`src/rtl/pli_pkg.sv`:
```
`timescale 1ns / 1ps

package pli_pkg;

  localparam int CAPACITY = 16;

  // Widths of the list bookkeeping.
  localparam int CNT_W  = $clog2(CAPACITY + 1);
  localparam int ADDR_W = (CAPACITY > 1) ? $clog2(CAPACITY) : 1;

  // Fixed field widths.
  localparam int ACT_W = 2;
  localparam int VAL_W = 32;
  localparam int POS_W = 6;
  localparam int ST_W  = 2;
  localparam int IDX_W = 5;

  // Compare width for position against count, with headroom for count + 1.
  localparam int CMP_W = ((POS_W > CNT_W) ? POS_W : CNT_W) + 1;
  // Common width for folding counts into the 5-bit result fields.
  localparam int XW    = (CNT_W > IDX_W) ? CNT_W : IDX_W;

  localparam logic [CNT_W-1:0] CAP_CNT = CNT_W'(CAPACITY);

  // Action codes.
  localparam logic [ACT_W-1:0] ACT_INSERT   = 2'd0;
  localparam logic [ACT_W-1:0] ACT_DELETE   = 2'd1;
  localparam logic [ACT_W-1:0] ACT_TRAVERSE = 2'd2;

  // Status codes.
  localparam logic [ST_W-1:0] ST_DONE  = 2'd0;
  localparam logic [ST_W-1:0] ST_RANGE = 2'd1;
  localparam logic [ST_W-1:0] ST_EMPTY = 2'd2;
  localparam logic [ST_W-1:0] ST_FULL  = 2'd3;

  typedef struct packed {
    logic [ACT_W-1:0]        action;
    logic signed [VAL_W-1:0] value;
    logic [POS_W-1:0]        position;
  } in_t;

  typedef struct packed {
    logic [ST_W-1:0]         status;
    logic signed [VAL_W-1:0] entry_value;
    logic [IDX_W-1:0]        entry_index;
    logic [IDX_W-1:0]        entry_count;
    logic                    final_result;
  } out_t;

  // Controller to datapath.
  typedef struct packed {
    logic start;      // capture the accepted transaction and set up the walk
    logic rd_en;      // read the entry under the walk pointer
    logic wr_shift;   // write back the previously read entry, one place over
    logic wr_put;     // write the new value at its slot
    logic cnt_inc;
    logic cnt_dec;
    logic out_load;   // load the result register
    logic out_entry;  // result is a traverse entry rather than a status
  } cmd_t;

  // Datapath to controller.
  typedef struct packed {
    logic go_ins;
    logic go_del;
    logic go_trav;
    logic rem_zero;   // no reads left in the walk
    logic rvalid;     // read data register holds an entry still to be used
  } sts_t;

endpackage

```
`src/rtl/positional_list_insert_delete.sv`:
```
`timescale 1ns / 1ps

// Positional list of up to pli_pkg::CAPACITY signed 32-bit words, positions
// counted from 1. Each input transaction inserts, deletes or traverses; insert
// and delete give one status result, traverse gives one result per entry with
// final_result marking the last (an empty list gives a single empty status).
// Bad positions and a full list are reported and leave the list untouched.
// One transaction is worked on at a time; in_ready is high only between
// transactions, while a finished result may still sit in the output register.
// The entry store has one write port and one registered read port and moves
// or reads one entry per cycle, a traverse only while the output does not
// stall. Insert walks from the tail down to its position, delete from its
// position up to the tail, and traverse over every entry.
// The store is not cleared at reset; only written entries are ever read.

module positional_list_insert_delete (
  input  logic          clk,
  input  logic          rst_n,
  input  logic          in_valid,
  output logic          in_ready,
  input  pli_pkg::in_t  in_data,
  output logic          out_valid,
  input  logic          out_ready,
  output pli_pkg::out_t out_data
);

  pli_pkg::cmd_t cmd;
  pli_pkg::sts_t sts;

  // Sequence each transaction and own both handshakes.
  pli_ctrl u_ctrl (
    .clk       (clk),
    .rst_n     (rst_n),
    .in_valid  (in_valid),
    .in_ready  (in_ready),
    .out_valid (out_valid),
    .out_ready (out_ready),
    .sts       (sts),
    .cmd       (cmd)
  );

  // Hold the entry store, the count, the walk pointers and the result register.
  pli_datapath u_datapath (
    .clk      (clk),
    .rst_n    (rst_n),
    .in_data  (in_data),
    .cmd      (cmd),
    .sts      (sts),
    .out_data (out_data)
  );

endmodule

```
`src/rtl/pli_datapath.sv`:
```
`timescale 1ns / 1ps

module pli_datapath (
  input  logic            clk,
  input  logic            rst_n,
  input  pli_pkg::in_t    in_data,
  input  pli_pkg::cmd_t   cmd,
  output pli_pkg::sts_t   sts,
  output pli_pkg::out_t   out_data
);

  logic [pli_pkg::VAL_W-1:0] mem [pli_pkg::CAPACITY];

  logic [pli_pkg::CNT_W-1:0]  cnt_r, cnt_nxt;
  logic                       rvalid_r;
  logic [pli_pkg::ACT_W-1:0]  act_r;
  logic [pli_pkg::VAL_W-1:0]  val_r;
  logic [pli_pkg::ADDR_W-1:0] put_addr_r;
  logic [pli_pkg::ST_W-1:0]   st_r;
  logic [pli_pkg::CNT_W-1:0]  ptr_r;
  logic [pli_pkg::CNT_W-1:0]  rem_r;
  logic [pli_pkg::VAL_W-1:0]  rdata_r;
  logic [pli_pkg::CNT_W-1:0]  raddr_r;
  pli_pkg::out_t              out_r;

  logic [pli_pkg::CMP_W-1:0]  pos_x, cnt_x;
  logic                       pos_zero, cnt_empty, cnt_full;
  logic [pli_pkg::ST_W-1:0]   st_calc;
  logic                       go_ins, go_del, go_trav;
  logic [pli_pkg::CNT_W-1:0]  rem_start, ptr_start;
  logic                       walk_down;
  logic [pli_pkg::ADDR_W-1:0] wr_addr;
  logic [pli_pkg::CNT_W-1:0]  entry_pos;
  logic [pli_pkg::XW-1:0]     idx_x, cnt_wx;

  // Classify the incoming transaction against the current count.
  always_comb begin
    pos_x     = pli_pkg::CMP_W'(in_data.position);
    cnt_x     = pli_pkg::CMP_W'(cnt_r);
    pos_zero  = (in_data.position == '0);
    cnt_empty = (cnt_r == '0);
    cnt_full  = (cnt_r == pli_pkg::CAP_CNT);
    st_calc   = pli_pkg::ST_DONE;
    go_ins    = 1'b0;
    go_del    = 1'b0;
    go_trav   = 1'b0;
    rem_start = cnt_r;
    ptr_start = '0;
    unique case (in_data.action)
      pli_pkg::ACT_INSERT: begin
        rem_start = pli_pkg::CNT_W'(cnt_x - pos_x + pli_pkg::CMP_W'(1));
        ptr_start = cnt_r - pli_pkg::CNT_W'(1);
        if (pos_zero || (pos_x > cnt_x + pli_pkg::CMP_W'(1))) begin
          st_calc = pli_pkg::ST_RANGE;
        end else if (cnt_full) begin
          st_calc = pli_pkg::ST_FULL;
        end else begin
          go_ins = 1'b1;
        end
      end
      pli_pkg::ACT_DELETE: begin
        rem_start = pli_pkg::CNT_W'(cnt_x - pos_x);
        ptr_start = pli_pkg::CNT_W'(pos_x);
        if (cnt_empty) begin
          st_calc = pli_pkg::ST_EMPTY;
        end else if (pos_zero || (pos_x > cnt_x)) begin
          st_calc = pli_pkg::ST_RANGE;
        end else begin
          go_del = 1'b1;
        end
      end
      pli_pkg::ACT_TRAVERSE: begin
        if (cnt_empty) begin
          st_calc = pli_pkg::ST_EMPTY;
        end else begin
          go_trav = 1'b1;
        end
      end
      default: begin
        st_calc = pli_pkg::ST_DONE;
      end
    endcase
  end

  // Insert walks from the tail downwards; delete and traverse walk upwards.
  assign walk_down = (act_r == pli_pkg::ACT_INSERT);
  assign wr_addr   = walk_down ? pli_pkg::ADDR_W'(raddr_r + pli_pkg::CNT_W'(1))
                               : pli_pkg::ADDR_W'(raddr_r - pli_pkg::CNT_W'(1));

  always_comb begin
    cnt_nxt = cnt_r;
    if (cmd.cnt_inc) begin
      cnt_nxt = cnt_r + pli_pkg::CNT_W'(1);
    end else if (cmd.cnt_dec) begin
      cnt_nxt = cnt_r - pli_pkg::CNT_W'(1);
    end
  end

  always_ff @(posedge clk) begin
    if (!rst_n) begin
      cnt_r    <= '0;
      rvalid_r <= 1'b0;
    end else begin
      cnt_r    <= cnt_nxt;
      rvalid_r <= cmd.rd_en;
    end
  end

  always_ff @(posedge clk) begin
    if (cmd.start) begin
      act_r      <= in_data.action;
      val_r      <= in_data.value;
      put_addr_r <= pli_pkg::ADDR_W'(in_data.position - pli_pkg::POS_W'(1));
      st_r       <= st_calc;
      ptr_r      <= ptr_start;
      rem_r      <= rem_start;
    end else if (cmd.rd_en) begin
      ptr_r <= walk_down ? ptr_r - pli_pkg::CNT_W'(1) : ptr_r + pli_pkg::CNT_W'(1);
      rem_r <= rem_r - pli_pkg::CNT_W'(1);
    end
  end

  // Entry store: one write and one registered read per cycle.
  always_ff @(posedge clk) begin
    if (cmd.wr_shift) begin
      mem[wr_addr] <= rdata_r;
    end else if (cmd.wr_put) begin
      mem[put_addr_r] <= val_r;
    end
    if (cmd.rd_en) begin
      rdata_r <= mem[ptr_r[pli_pkg::ADDR_W-1:0]];
      raddr_r <= ptr_r;
    end
  end

  // Result register.
  always_comb begin
    entry_pos = raddr_r + pli_pkg::CNT_W'(1);
    idx_x     = pli_pkg::XW'(entry_pos);
    cnt_wx    = pli_pkg::XW'(cnt_r);
  end

  always_ff @(posedge clk) begin
    if (cmd.out_load) begin
      out_r.entry_count <= cnt_wx[pli_pkg::IDX_W-1:0];
      if (cmd.out_entry) begin
        out_r.status       <= pli_pkg::ST_DONE;
        out_r.entry_value  <= rdata_r;
        out_r.entry_index  <= idx_x[pli_pkg::IDX_W-1:0];
        out_r.final_result <= (rem_r == '0);
      end else begin
        out_r.status       <= st_r;
        out_r.entry_value  <= '0;
        out_r.entry_index  <= '0;
        out_r.final_result <= 1'b1;
      end
    end
  end

  assign out_data     = out_r;
  assign sts.go_ins   = go_ins;
  assign sts.go_del   = go_del;
  assign sts.go_trav  = go_trav;
  assign sts.rem_zero = (rem_r == '0);
  assign sts.rvalid   = rvalid_r;

  a_cnt_bound: assert property (@(posedge clk) disable iff (!rst_n)
    cnt_r <= pli_pkg::CAP_CNT)
    else $error("entry count above capacity");

  a_one_write: assert property (@(posedge clk) disable iff (!rst_n)
    !(cmd.wr_shift && cmd.wr_put))
    else $error("shift write and put write in one cycle");

  a_shift_has_data: assert property (@(posedge clk) disable iff (!rst_n)
    cmd.wr_shift |-> rvalid_r)
    else $error("shift write without read data");

  a_inc_step: assert property (@(posedge clk) disable iff (!rst_n)
    cmd.cnt_inc |=> (cnt_r == $past(cnt_r) + pli_pkg::CNT_W'(1)))
    else $error("count did not advance on insert");

endmodule

```
`src/rtl/pli_ctrl.sv`:
```
`timescale 1ns / 1ps

module pli_ctrl (
  input  logic          clk,
  input  logic          rst_n,
  input  logic          in_valid,
  output logic          in_ready,
  output logic          out_valid,
  input  logic          out_ready,
  input  pli_pkg::sts_t sts,
  output pli_pkg::cmd_t cmd
);

  typedef enum logic [5:0] {
    S_IDLE     = 6'b000001,
    S_INS      = 6'b000010,
    S_DEL      = 6'b000100,
    S_TRAV_RD  = 6'b001000,
    S_TRAV_OUT = 6'b010000,
    S_RESP     = 6'b100000
  } state_t;

  state_t state_r, state_nxt;
  logic   out_valid_r, out_valid_nxt;
  logic   out_free;

  assign out_free = !out_valid_r || out_ready;

  always_comb begin
    state_nxt = state_r;
    cmd       = '0;
    in_ready  = 1'b0;
    unique case (state_r)
      S_IDLE: begin
        in_ready = 1'b1;
        if (in_valid) begin
          cmd.start = 1'b1;
          priority if (sts.go_ins) begin
            state_nxt = S_INS;
          end else if (sts.go_del) begin
            state_nxt = S_DEL;
          end else if (sts.go_trav) begin
            state_nxt = S_TRAV_RD;
          end else begin
            state_nxt = S_RESP;
          end
        end
      end
      S_INS: begin
        cmd.rd_en    = !sts.rem_zero;
        cmd.wr_shift = sts.rvalid;
        if (sts.rem_zero && !sts.rvalid) begin
          cmd.wr_put  = 1'b1;
          cmd.cnt_inc = 1'b1;
          state_nxt   = S_RESP;
        end
      end
      S_DEL: begin
        cmd.rd_en    = !sts.rem_zero;
        cmd.wr_shift = sts.rvalid;
        if (sts.rem_zero && !sts.rvalid) begin
          cmd.cnt_dec = 1'b1;
          state_nxt   = S_RESP;
        end
      end
      S_TRAV_RD: begin
        cmd.rd_en = 1'b1;
        state_nxt = S_TRAV_OUT;
      end
      S_TRAV_OUT: begin
        if (out_free) begin
          cmd.out_load  = 1'b1;
          cmd.out_entry = 1'b1;
          if (sts.rem_zero) begin
            state_nxt = S_IDLE;
          end else begin
            cmd.rd_en = 1'b1;
          end
        end
      end
      S_RESP: begin
        if (out_free) begin
          cmd.out_load = 1'b1;
          state_nxt    = S_IDLE;
        end
      end
      default: begin
        state_nxt = S_IDLE;
      end
    endcase
  end

  always_comb begin
    out_valid_nxt = out_valid_r;
    if (cmd.out_load) begin
      out_valid_nxt = 1'b1;
    end else if (out_ready) begin
      out_valid_nxt = 1'b0;
    end
  end

  always_ff @(posedge clk) begin
    if (!rst_n) begin
      state_r     <= S_IDLE;
      out_valid_r <= 1'b0;
    end else begin
      state_r     <= state_nxt;
      out_valid_r <= out_valid_nxt;
    end
  end

  assign out_valid = out_valid_r;

  a_load_free: assert property (@(posedge clk) disable iff (!rst_n)
    cmd.out_load |-> (!out_valid_r || out_ready))
    else $error("result register overwritten while held");

  a_resp_once: assert property (@(posedge clk) disable iff (!rst_n)
    (state_r == S_RESP && cmd.out_load) |=> (state_r == S_IDLE))
    else $error("status response not followed by idle");

endmodule

```
`config.mk`:
```
export PLATFORM = sky130hd
export DESIGN_NAME = positional_list_insert_delete
export DESIGN_NICKNAME = d
export VERILOG_FILES = /design/src/rtl/pli_pkg.sv /design/src/rtl/positional_list_insert_delete.sv /design/src/rtl/pli_datapath.sv /design/src/rtl/pli_ctrl.sv
export SDC_FILE = /design/constraint.sdc
export NUM_CORES = 1
export LEC_CHECK = 0
export CAP_MARGIN = 20
export CORE_ASPECT_RATIO = 0.75
export CORE_MARGIN = 4
export CORE_UTILIZATION = 51
export CTS_CLUSTER_DIAMETER = 30
export DETAILED_ROUTE_END_ITERATION = 12
export DONT_BUFFER_PORTS = 1
export PLACE_DENSITY = 0.66
export SYNTH_ARGS = -nofsm -noshare
export SYNTH_HDL_FRONTEND = slang
export SYNTH_SLANG_ARGS = --single-unit
export TNS_END_PERCENT = 1
```
`constraint.sdc`:
```
create_clock -name clk -period 13.9 [get_ports clk]
set_clock_uncertainty 0.1 [all_clocks]
set_input_delay 1.39 -clock clk [delete_from_list [all_inputs] [get_ports clk]]
set_output_delay 1.39 -clock clk [all_outputs]
set_load 0.05 [all_outputs]
```
==> out/results.tsv, run 1 <==
stage	metric	value	unit
outcome	outcome	finished clean	
floorplanning	core	50200	sq um
placement	dp_hpwl	36000	um
final_layout	fill_cells	3449	
clock_tree	cts_buffers	106	
clock_tree	clk_pin_slew	0.05	ns
synthesis	synth-warning-count	0	
run	drv_cap	0	
final_layout	final_area	30400	sq um
sta	finalCritPeriodShare	0.293	
placement	dpl_cell_area	26800	sq um
pwr	power.leakage	9.82	nW
synthesis	synth_ff_type	edfxtp_1	
placement	numPortBuffers	0	
sta	tightest_slew	1.02	ns
pwr	p_int	4.09	mW
critical_path	cp.required	14.11	ns
clock_tree	htreeDepth	3	
critical_path	end_kind	flop	
floorplanning	ios	91	
sta	final_hold_viol_count	0	
synthesis	synth_nets	1285	
synthesis	ys_async_sr_fraction	0	
synthesis	syn_avg_cell_area	21.3	sq um
synthesis	ys_seq_area_frac	0.757	
global_route	grt_pass1_wl	86900	um
final_layout	final_core_util	0.606	
global_route	grt_pass1_vias	12300	
sta	maxSlewHeadroom	0.304	
routing	dr.pass1.iters	6	
clock_tree	post-cts-setup-buffers	0	
final_layout	stdcell_count	2046	
critical_path	worstPathMaxFanout	22	
floorplanning	initial_core_util	0.516	
global_route	grt_max_degree	58	
sta	layout_min_cycle_time	4.07	ns
placement	dp_cells	1844	
global_route	grt_use_met2	0.264	
sta	finalSetupViolCount	0	
clock_tree	clk_latency	0.66	ns
final_layout	seqCellArea	19600	sq um
synthesis	synth_seq_cells	657	
synthesis	synth_edf_count	644	
floorplanning	die_x	268	um
global_route	use_met1	0.380	
routing	drt_iter0_markers	1576	
sta	max_freq	246	MHz
pwr	switchingPower	1.29	mW
final_layout	area_growth	17.5	%
pwr	netSwitchingFraction	0.239	
sta	slew_viol_final	0	
sta	rsz0062_at_grt	false	
pwr	p_seq_frac	0.421	
clock_tree	post_cts_resized	0	
critical_path	cp_top_family	simple AND/OR/NAND/NOR gates	
clock_tree	cts.sinks	657	
routing	detail-route-antenna-nets	0	
critical_path	crit_chain	inv_1 > ha_1 > or4b_4 > and4bb_2 > mux2i_1 > nor3_2 > buf_4	
synthesis	synthDistinctLibCells	55	
critical_path	slowest_delay	0.82	ns
global_route	grtUsageMet3	0.0850	
clock_tree	cts_hold_buf	0	
pwr	irDropWorstVdd	0.117	mV
floorplanning	dieArea	54500	sq um
sta	postLayoutSetupSlackWorst	9.83	ns
critical_path	arrival	4.28	ns
sta	setup_tns	0	ns
global_route	grt-busiest-layer	met1	
critical_path	path_class	reg -> reg	
pwr	combPwrFrac	0.091	
placement	post-place-ws	9.86	ns
floorplanning	fp-row-count	71	
final_layout	drive_gt1_frac	0.309	
worst_hold_path	hold_class	reg -> reg	
final_layout	layout_commonest_cell	edfxtp_1	
routing	drc	0	
synthesis	synthCells	1213	
routing	num_vias	12600	
routing	wl	58800	um
floorplanning	fp.dieH	203	um
global_route	track_usage	0.222	
placement	gp_congestion	0.854	
clock_tree	root_buffer	clkbuf_16	
pwr	p_per_area	177	nW/um^2
critical_path	startpoint_type	flop	
critical_path	timing.critical_path.buf_inv	2	
final_layout	nets	1367	
final_layout	multi_input_comb_area	6020	sq um
clock_tree	cts_tree	built	
final_layout	mostFrequentLayoutCells	edfxtp_1 (644), mux4_2 (160), clkbuf_16 (107)	
synthesis	netlist_area	25900	sq um
critical_path	critPathSlowestCell	nor3_2	
routing	wl_per_cell	28.7	um
clock_tree	cts_buffer_depth	3	
global_route	overflow	0	
global_route	grt_antenna_before_repair	5	
pwr	clockPowerShare	0.487	
routing	drt-vias-per-instance	6.14	
logic make-up (layout without fill, tap and decap cells):
family,count (synthesis),count (layout),synth area share
other,0,1,0
AOI/OAI and AO/OA,59,59,0.0147
muxes,201,201,0.157
buffers and inverters,82,257,0.0135
xor gates and xnor gates,35,35,0.0118
adders and majority gates,28,28,0.0141
DFF,657,657,0.757
and+or+nand+nor,151,151,0.0319
cell usage after synthesis, drive strengths merged (2+ instances only):
cell type	n	area, sq um
or4	2	15.0
and3	5	31.3
nand3	11	55.1
nand3b	2	15.0
a32oi	2	17.5
o31a	2	17.5
nand2	22	82.6
o21ai	9	48.8
fa	2	40.0
nand2b	3	18.8
a211oi	4	30.0
or4b	2	23.8
a21o	6	45.0
nor2	26	97.6
nor4	4	31.3
a221oi	2	17.5
and2	37	231
inv	28	105
xor2	10	87.6
dfxtp	13	260
mux2i	7	70.1
a21oi	23	115
mux4	160	3600
nand4b	3	26.3
edfxtp	644	19300
nor3	23	115
xnor2	25	219
nor2b	5	31.3
o31ai	2	15.0
mux2	34	383
o32ai	2	17.5
buf	16	101
clkbuf	38	143
ha	26	325
worst paths after layout:
| path | start | to | slack (ns) | depth (start not counted) |
|---|---|---|---|---|
| worst max-delay path | u_datapath.rem_r[0]$_DFFE_PP_ | u_datapath.mem[7][9]$_DFFE_PP_ | 9.83 | 7 |
| worst min-delay path | u_datapath.ptr_r[4]$_DFFE_PP_ | u_datapath.raddr_r[4]$_DFFE_PP_ | 0.40 | 0 |
| worst max register to register | u_datapath.rem_r[0]$_DFFE_PP_ | u_datapath.mem[7][9]$_DFFE_PP_ | 9.83 | 7 |
| worst min register to register | u_datapath.ptr_r[4]$_DFFE_PP_ | u_datapath.raddr_r[4]$_DFFE_PP_ | 0.40 | 0 |
flip-flops by register name, summed over array words and instances (netlist names):
name	count
u_ctrl.state_r	6
u_datapath.cnt_r	5
u_datapath.act_r	2
u_datapath.out_data	45
u_datapath.mem	512
u_datapath.rem_r	5
u_ctrl.out_valid	1
u_datapath.raddr_r	5
u_datapath.st_r	2
u_datapath.rdata_r	32
u_datapath.rvalid_r	1
u_datapath.ptr_r	5
u_datapath.val_r	32
u_datapath.put_addr_r	4
power by group through the flow:
stage               sequential (mW)  combinational [mW]  clock, mW
CTS                            2.26               0.495       2.66
global placement               2.30               0.488          0
finish                         2.26               0.491       2.62
global route                   2.27               0.526       2.77
floorplan                      2.30               0.352          0
detailed placement             2.30               0.491          0
through the flow:
step	power (mW)	hold WS [ns]
detailed placement	2.79	0.400
CTS	5.42	0.404
floorplan	2.65	0.306
global route	5.56	0.431
global placement	2.79	0.375
finish	5.37	0.400
layout make-up:
class | count | area share
flip-flops and latches | 657 | 0.645
inverters | 28 | 0.00346
diodes | 1 | 0.0000823
well taps | 657 | 0.0270
multi-input cells | 474 | 0.198
clock buffers | 113 | 0.0888
repair buffers | 28 | 0.00733
clock inverters | 88 | 0.0308
metal layers:
layer  up-vias  routed length [um]  part of all wire
li1       5212                   -                 -
met1      6705               27900              0.47
met2       593               22900              0.39
met3        58                7240              0.12
met4         0                 697             0.012
met5         -                   0                 0
Power figures use the tool's default switching activity.
==> run 2: changes to the inputs <==
--- a/config.mk
+++ b/config.mk
@@ -5,6 +5,7 @@
 export SDC_FILE = /design/constraint.sdc
 export NUM_CORES = 1
 export LEC_CHECK = 0
+export ABC_AREA = 1
 export CAP_MARGIN = 20
 export CORE_ASPECT_RATIO = 0.75
 export CORE_MARGIN = 4
==> constraint.sdc (replaced) <==
create_clock -name clk -period 4.2 [get_ports clk]
set_clock_uncertainty 0.1 [all_clocks]
set_input_delay 0.42 -clock clk [delete_from_list [all_inputs] [get_ports clk]]
set_output_delay 0.42 -clock clk [all_outputs]
set_load 0.05 [all_outputs]
==> run 2 against run 1 <==
Compared with the run above: area after synthesis up 2.2%; synthesized cell count up 65%; clock power rose to 3.4 times the previous value; first-iteration DRC count up 8.2%; via count up 33%; global-route usage up 0.62 points; non-clock buffer count up 76; combinational power rose to 4.1 times the previous value; worst hold slack worse by 0.36 ns; core utilization up 2.2 points; maximum frequency up 31%; final area up 4.7%; critical path type unchanged; largest power group unchanged.
==> out/results.tsv, run 2 <==
stage	metric	value	unit	change
floorplanning	ios	91		unchanged
critical_path	path_class	reg -> reg		unchanged
pwr	p_seq_frac	0.403		was 0.421
global_route	use_met1	0.336		was 0.380
synthesis	synth-warning-count	0		unchanged
global_route	grt_pass1_wl	97400	um	was 86,900 um
routing	drc	0		unchanged
pwr	clockPowerShare	0.487		about the same
critical_path	crit_start	u_datapath.rem_r[0]$_DFFE_PP_		unchanged
global_route	grt_max_degree	260		was 58
pwr	p_int	13.5	mW	was 4.09 mW
pwr	irDropWorstVdd	0.436	mV	was 0.117 mV
sta	max_freq	322	MHz	was 246 MHz
critical_path	startpoint_type	flop		unchanged
sta	slew_viol_final	0		unchanged
final_layout	largest_reg_flops	512		unchanged
sta	maxSlewHeadroom	0.225		was 0.304
final_layout	nets	2169		was 1,367
synthesis	synthTopCellsByCount	edfxtp_1 (644), nor2_1 (340), o21ai_0 (289), nand2_1 (153), o221ai_1 (95)		was edfxtp_1 (644), mux4_2 (160), clkbuf_1 (38), and2_1 (37), mux2_2 (33)
worst_hold_path	hp-start	in_data[39]		was u_datapath.ptr_r[4]$_DFFE_PP_
floorplanning	die_x	271	um	was 268 um
clock_tree	post_cts_resized	0		unchanged
clock_tree	clk_latency	0.66	ns	about the same
placement	dp_hpwl	33900	um	was 36,000 um
outcome	outcome	finished clean		unchanged
clock_tree	cts.sinks	657		unchanged
routing	num_vias	16800		was 12,600
routing	dr.pass1.iters	5		was 6
sta	finalCritPeriodShare	0.739		was 0.293
sta	layout_min_cycle_time	3.10	ns	was 4.07 ns
synthesis	syn_avg_cell_area	13.2	sq um	was 21.3 sq um
placement	gp_congestion	0.855		was 0.854
global_route	grt_antenna_before_repair	0		was 5
global_route	grt_use_met2	0.344		was 0.264
pwr	switchingPower	4.97	mW	was 1.29 mW
final_layout	layout_commonest_cell	edfxtp_1		unchanged
clock_tree	post-cts-setup-buffers	0		unchanged
placement	numPortBuffers	0		unchanged
critical_path	ff2ff_setup_slack	1.10	ns	was 9.83 ns
global_route	grt_pass1_vias	16600		was 12,300
routing	wl_per_cell	22.0	um	was 28.7 um
final_layout	drive_gt1_frac	0.144		was 0.309
final_layout	top_register	u_datapath.mem		unchanged
critical_path	arrival	3.34	ns	was 4.28 ns
sta	postLayoutSetupSlackWorst	1.10	ns	was 9.83 ns
clock_tree	cts_hold_buf	40		was 0
floorplanning	core	50700	sq um	was 50,200 sq um
synthesis	synthCells	2001		was 1,213
sta	rsz0062_at_grt	false		unchanged
synthesis	yosys.area.top_type_share	0.731		was 0.747
clock_tree	clk_pin_slew	0.05	ns	about the same
synthesis	synth_edf_count	644		unchanged
synthesis	ys_async_sr_fraction	0		unchanged
synthesis	ys_seq_area_frac	0.741		was 0.757
placement	post-place-ws	1.11	ns	was 9.86 ns
pwr	netSwitchingFraction	0.269		was 0.239
routing	drt-vias-per-instance	5.81		was 6.14
clock_tree	htreeDepth	3		unchanged
synthesis	yosys.area.top_type	edfxtp_1		unchanged
pwr	combPwrFrac	0.109		was 0.091
final_layout	area_growth	20.3	%	was 17.5%
clock_tree	cts_buffers	110		was 106
global_route	track_usage	0.228		was 0.222
sta	tightest_slew	1.16	ns	was 1.02 ns
sta	finalSetupViolCount	0		unchanged
run	drv_cap	0		unchanged
sta	setup_tns	0	ns	unchanged
synthesis	post-synth-top-count-cell	edfxtp_1		unchanged
synthesis	synth_seq_cells	657		unchanged
critical_path	worstPathMaxFanout	21		was 22
critical_path	r2r-start	u_datapath.rem_r[0]$_DFFE_PP_		unchanged
routing	wl	63400	um	was 58,800 um
routing	detail-route-antenna-nets	0		unchanged
synthesis	synth_ff_type	edfxtp_1		unchanged
global_route	overflow	0		unchanged
global_route	grt-busiest-layer	met2		was met1
synthesis	synthDistinctLibCells	39		was 55
clock_tree	cts_buffer_depth	3		unchanged
sta	final_hold_viol_count	0		unchanged
critical_path	end_kind	flop		unchanged
floorplanning	fp-row-count	71		unchanged
synthesis	ys_top_cells_by_area	edfxtp_1 (73%), o21ai_0 (5.5%), nor2_1 (4.8%)		was edfxtp_1 (75%), mux4_2 (14%), mux2_2 (1.4%)
floorplanning	fp.dieH	205	um	was 203 um
clock_tree	cts_tree	built		unchanged
final_layout	diodes	0		was 1
global_route	grtUsageMet3	0.0433		was 0.0850
final_layout	mostFrequentLayoutCells	edfxtp_1 (644), nor2_1 (323), o21ai_0 (288)		was edfxtp_1 (644), mux4_2 (160), clkbuf_16 (107)
clock_tree	root_buffer	clkbuf_16		unchanged
synthesis	synth_nets	2073		was 1,285
routing	drt_iter0_markers	1705		was 1,576
worst_hold_path	hold_class	in -> reg		was reg -> reg
floorplanning	initial_core_util	0.521		was 0.516
pwr	power.leakage	10.8	nW	was 9.82 nW
floorplanning	dieArea	55600	sq um	was 54,500 sq um
pwr	p_per_area	581	nW/um^2	was 177 nW/um^2
synthesis	netlist_area	26400	sq um	was 25,900 sq um
critical_path	cp.required	4.44	ns	was 14.11 ns
run 2: cell count changes in the layout (fill, tap and decap cells not counted), sizes merged, moves of 37 or more:
| cell | delta |
|---|---|
| dlygate4sd3 | +40 |
| mux4 | -160 |
| nand3 | +56 |
| nor2 | +320 |
| o21ai | +295 |
| o22ai | +38 |
| o221ai | +94 |
| nand2 | +135 |
| and2 | -37 |
| inv | +86 |
run 2: critical path, stage by stage (launching register included):
cell and delay (ns):
edfxtp_1 0.42, inv_1 0.10, ha_1 0.16, nand3_2 0.13
nor2_4 0.16, nand2_4 0.15, inv_2 0.09, nand2_1 0.10
nand2_1 0.12, nand2_1 0.24, nor2_4 0.66, buf_4 0.35
run 2: per-layer routing:
layer	up-vias	wire [um]
met4	0	1920
li1	7658	-
met5	-	0
met1	8249	28400
met2	723	28300
met3	139	4870
run 2: area by class of cell:
type                    instances  area (sq um)
flip-flops and latches        657         19600
fillers                      3729         18900
multi-input cells            1128          6100
inverters                      96           365
clock inverters                96          1050
well taps                     693           867
clock buffers                 112          2780
repair buffers                104          1060
run 2: worst paths after layout:
| path | cells past startpoint | to |
|---|---|---|
| max reg2reg | 11 | u_datapath.mem[13][17]$_DFFE_PP_ |
| min reg2reg | 2 | u_ctrl.state_r[4]$_SDFFE_PN0P_ |
| max | 11 | u_datapath.mem[13][17]$_DFFE_PP_ |
| min | 3 | u_datapath.rem_r[3]$_DFFE_PP_ |
run 2: power groups by stage:
stage / clock network (mW) / registers, mW / logic, mW
2_1_floorplan: 0 / 7.57 / 1.36
3_3_place_gp: 0 / 7.58 / 1.92
3_5_place_dp: 0 / 7.59 / 1.96
4_1_cts: 9.12 / 7.46 / 2.01
5_1_grt: 9.48 / 7.46 / 2.23
6_report: 9.01 / 7.46 / 2.02
run 2: kinds of logic (layout without fill, tap and decap cells):
group           Yosys count  count (layout)  synth area share
flops                   657             657             0.741
simple gates            583             583            0.0908
compound gates          494             494             0.113
buf+inv                 216             408            0.0335
fa+ha+maj                28              28            0.0138
xor+xnor                 23              23           0.00762
run 2: metrics by stage:
step	total power [mW]	utilization	hold slack, ns	instances	area, sq um
after floorplan	8.93	-	0.329	2001	26400
after CTS	18.6	0.627	0.000605	2885	31800
after global routing	19.2	0.627	0.0231	2886	31800
final	18.5	0.627	0.0382	2886	31800
after global placement	9.51	0.544	0.406	2637	27600
after detailed placement	9.55	0.544	0.409	2637	27600
==> run 3: changes to the inputs <==
--- a/config.mk
+++ b/config.mk
@@ -13,7 +13,7 @@
 export CTS_CLUSTER_DIAMETER = 30
 export DETAILED_ROUTE_END_ITERATION = 12
 export DONT_BUFFER_PORTS = 1
-export PLACE_DENSITY = 0.66
+export PLACE_DENSITY = 0.69
 export SYNTH_ARGS = -nofsm -noshare
 export SYNTH_HDL_FRONTEND = slang
 export SYNTH_SLANG_ARGS = --single-unit
==> constraint.sdc (replaced) <==
create_clock -name clk -period 2.66 [get_ports clk]
set_clock_uncertainty 0.1 [all_clocks]
set_input_delay 0.266 -clock clk [delete_from_list [all_inputs] [get_ports clk]]
set_output_delay 0.266 -clock clk [all_outputs]
set_load 0.05 [all_outputs]
==> run 3 against run 2 <==
Compared with the run above: final area up 0.59%; clock power up 44%; combinational power up 68%; maximum frequency up 23%; worst setup slack worse by 0.97 ns; worst hold slack worse by 0.0084 ns; first-iteration DRC count up 25%; sequential power up 58%; flip-flop and latch count unchanged; critical path type unchanged.
==> out/results.tsv, run 3 (same netlist as run 2, synthesis figures left out) <==
stage	metric	value	unit	change
outcome	outcome	finished clean		unchanged
routing	detail-route-antenna-nets	0		unchanged
sta	slew_viol_final	0		unchanged
critical_path	ff2ff_setup_slack	0.13	ns	was 1.10 ns
routing	drc	0		unchanged
final_layout	drive_gt1_frac	0.145		was 0.144
routing	dr.pass1.iters	6		was 5
clock_tree	clk_pin_slew	0.05	ns	about the same
final_layout	largest_reg_flops	512		unchanged
clock_tree	cts_buffers	100		was 110
floorplanning	die_x	271	um	unchanged
routing	num_vias	17100		was 16,800
final_layout	diodes	0		unchanged
floorplanning	ios	91		unchanged
final_layout	seqCellArea	19600	sq um	unchanged
global_route	track_usage	0.237		was 0.228
clock_tree	clk_latency	0.64	ns	was 0.66 ns
global_route	grt_max_degree	82		was 260
clock_tree	root_buffer	clkbuf_16		unchanged
routing	drt_iter0_markers	2132		was 1,705
pwr	switchingPower	7.44	mW	was 4.97 mW
critical_path	crit_start	u_datapath.rem_r[0]$_DFFE_PP_		unchanged
final_layout	layout_commonest_cell	edfxtp_1		unchanged
critical_path	cp.required	2.89	ns	was 4.44 ns
floorplanning	core	50700	sq um	unchanged
floorplanning	fp.dieH	205	um	unchanged
worst_hold_path	hold_class	in -> reg		unchanged
clock_tree	htreeDepth	3		unchanged
floorplanning	fp-row-count	71		unchanged
global_route	overflow	0		unchanged
pwr	combPwrFrac	0.120		was 0.109
final_layout	mostFrequentLayoutCells	edfxtp_1 (644), nor2_1 (323), o21ai_0 (289)		was edfxtp_1 (644), nor2_1 (323), o21ai_0 (288)
global_route	grt_antenna_before_repair	0		unchanged
floorplanning	dieArea	55600	sq um	unchanged
clock_tree	cts_buffer_depth	3		unchanged
routing	wl	66100	um	was 63,400 um
sta	finalCritPeriodShare	0.951		was 0.739
pwr	p_int	20.7	mW	was 13.5 mW
final_layout	final_area	32000	sq um	was 31,800 sq um
pwr	irDropWorstVdd	0.553	mV	was 0.436 mV
final_layout	area_growth	21.0	%	was 20.3%
pwr	p_seq_frac	0.418		was 0.403
pwr	p_per_area	880	nW/um^2	was 581 nW/um^2
final_layout	multi_input_comb_area	6120	sq um	was 6100 sq um
critical_path	r2r_cells	9		was 11
run	drv_cap	0		unchanged
sta	maxSlewHeadroom	0.560		was 0.225
critical_path	r2r_end	u_datapath.mem[5][16]$_DFFE_PP_		was u_datapath.mem[13][17]$_DFFE_PP_
final_layout	nets	2196		was 2,169
pwr	power.leakage	10.9	nW	was 10.8 nW
final_layout	final_core_util	0.631		was 0.627
global_route	grt_pass1_wl	100000	um	was 97,400 um
placement	gp_congestion	0.894		was 0.855
critical_path	r2r-start	u_datapath.rem_r[0]$_DFFE_PP_		unchanged
sta	final_hold_viol_count	0		unchanged
clock_tree	cts_tree	built		unchanged
pwr	clockPowerShare	0.462		was 0.487
critical_path	critical_path.endpoint	u_datapath.mem[5][16]$_DFFE_PP_		was u_datapath.mem[13][17]$_DFFE_PP_
critical_path	worstPathMaxFanout	17		was 21
sta	layout_min_cycle_time	2.53	ns	was 3.10 ns
sta	tightest_slew	0.660	ns	was 1.16 ns
critical_path	end_kind	flop		unchanged
placement	dp_hpwl	38400	um	was 33,900 um
sta	rsz0062_at_grt	true		was false
final_layout	fill_cells	3638		was 3,729
floorplanning	initial_core_util	0.521		unchanged
routing	wl_per_cell	22.8	um	was 22.0 um
pwr	netSwitchingFraction	0.264		was 0.269
sta	max_freq	395	MHz	was 322 MHz
placement	numPortBuffers	0		unchanged
critical_path	path_class	reg -> reg		unchanged
final_layout	top_register	u_datapath.mem		unchanged
global_route	grt_pass1_vias	17000		was 16,600
routing	drt-vias-per-instance	5.90		was 5.81
placement	dpl_cell_area	28200	sq um	was 27,600 sq um
critical_path	startpoint_type	flop		unchanged
sta	finalSetupViolCount	0		unchanged
clock_tree	cts.sinks	657		unchanged
critical_path	arrival	2.76	ns	was 3.34 ns
run 3: changes by cell type in the layout (fill, tap and decap cells not counted), moves of 3 or more:
cell,previous run,this run
buf_4,50,57
clkbuf_1,1,11
inv_6,24,17
buf_12,14,40
clkinv_4,19,13
clkinv_2,8,11
clkbuf_16,111,101
clkinvlp_4,15,12
inv_8,9,3
dlygate4sd3_1,40,43
run 3: routing by layer:
layer	GRT usage	wire, um	up-vias
met2	0.378	31300	789
met1	0.332	27900	8505
met4	0.0789	1700	0
li1	-	-	7690
met5	0	0	-
met3	0.0452	5170	128
run 3: worst max-delay path: stages, from the launching register on:
cell      delay (ns)
edfxtp_1        0.42
inv_1           0.12
ha_1            0.17
nand3_2         0.13
nor2_4          0.19
nand2_8         0.12
o21ai_2         0.23
nand3_2         0.25
nor2_4          0.25
buf_12          0.20
run 3: power by group through the flow:
stage / clock network (mW) / logic (mW) / registers [mW]
6_report: 13.0 / 3.39 / 11.8
5_1_grt: 13.7 / 3.70 / 11.8
4_1_cts: 13.2 / 3.37 / 11.8
3_5_place_dp: 0 / 3.28 / 12.0
3_3_place_gp: 0 / 3.20 / 12.0
2_1_floorplan: 0 / 2.16 / 11.9
run 3: worst min-delay path by stage:
stage	start	slack [ns]	to	cells after the start
after floorplan	rst_n	0.25	u_ctrl.state_r[0]$_SDFFE_PN1P_	1
after global placement	in_data[28]	0.26	u_datapath.val_r[22]$_DFFE_PP_	0
after detailed placement	in_data[9]	0.26	u_datapath.val_r[3]$_DFFE_PP_	0
after CTS	in_valid	0.004	u_datapath.ptr_r[4]$_DFFE_PP_	5
after global routing	in_valid	0.07	u_datapath.rem_r[3]$_DFFE_PP_	5
final	in_valid	0.03	u_datapath.ptr_r[4]$_DFFE_PP_	5
run 3: cell type report:
type / instances / share of cell area
flip-flops and latches: 657 / 0.612
multi-input cells: 1128 / 0.191
clock buffers: 112 / 0.0803
repair buffers: 141 / 0.0522
well taps: 693 / 0.0271
clock inverters: 73 / 0.0256
inverters: 96 / 0.0114
run 3: through the flow:
step	instances	power [mW]	setup TNS [ns]	worst slack [ns]	hold WS, ns
6_report	2900	28.2	0	0.131	0.0298
5_1_grt	2900	29.2	-0.393	-0.0153	0.0679
4_1_cts	2900	28.3	0	0.0473	0.00357
3_5_place_dp	2672	15.3	0	0.0679	0.265
3_3_place_gp	2672	15.2	0	0.117	0.265
2_1_floorplan	2001	14.1	-61.99	-0.125	0.250
run 3: repair_timing:
item,in CTS,in global routing
gates resized for setup,0,4
hold buffers,43,0
endpoints found under the hold margin,57,0
buffers inserted,0,0
setup endpoints to repair,0,256
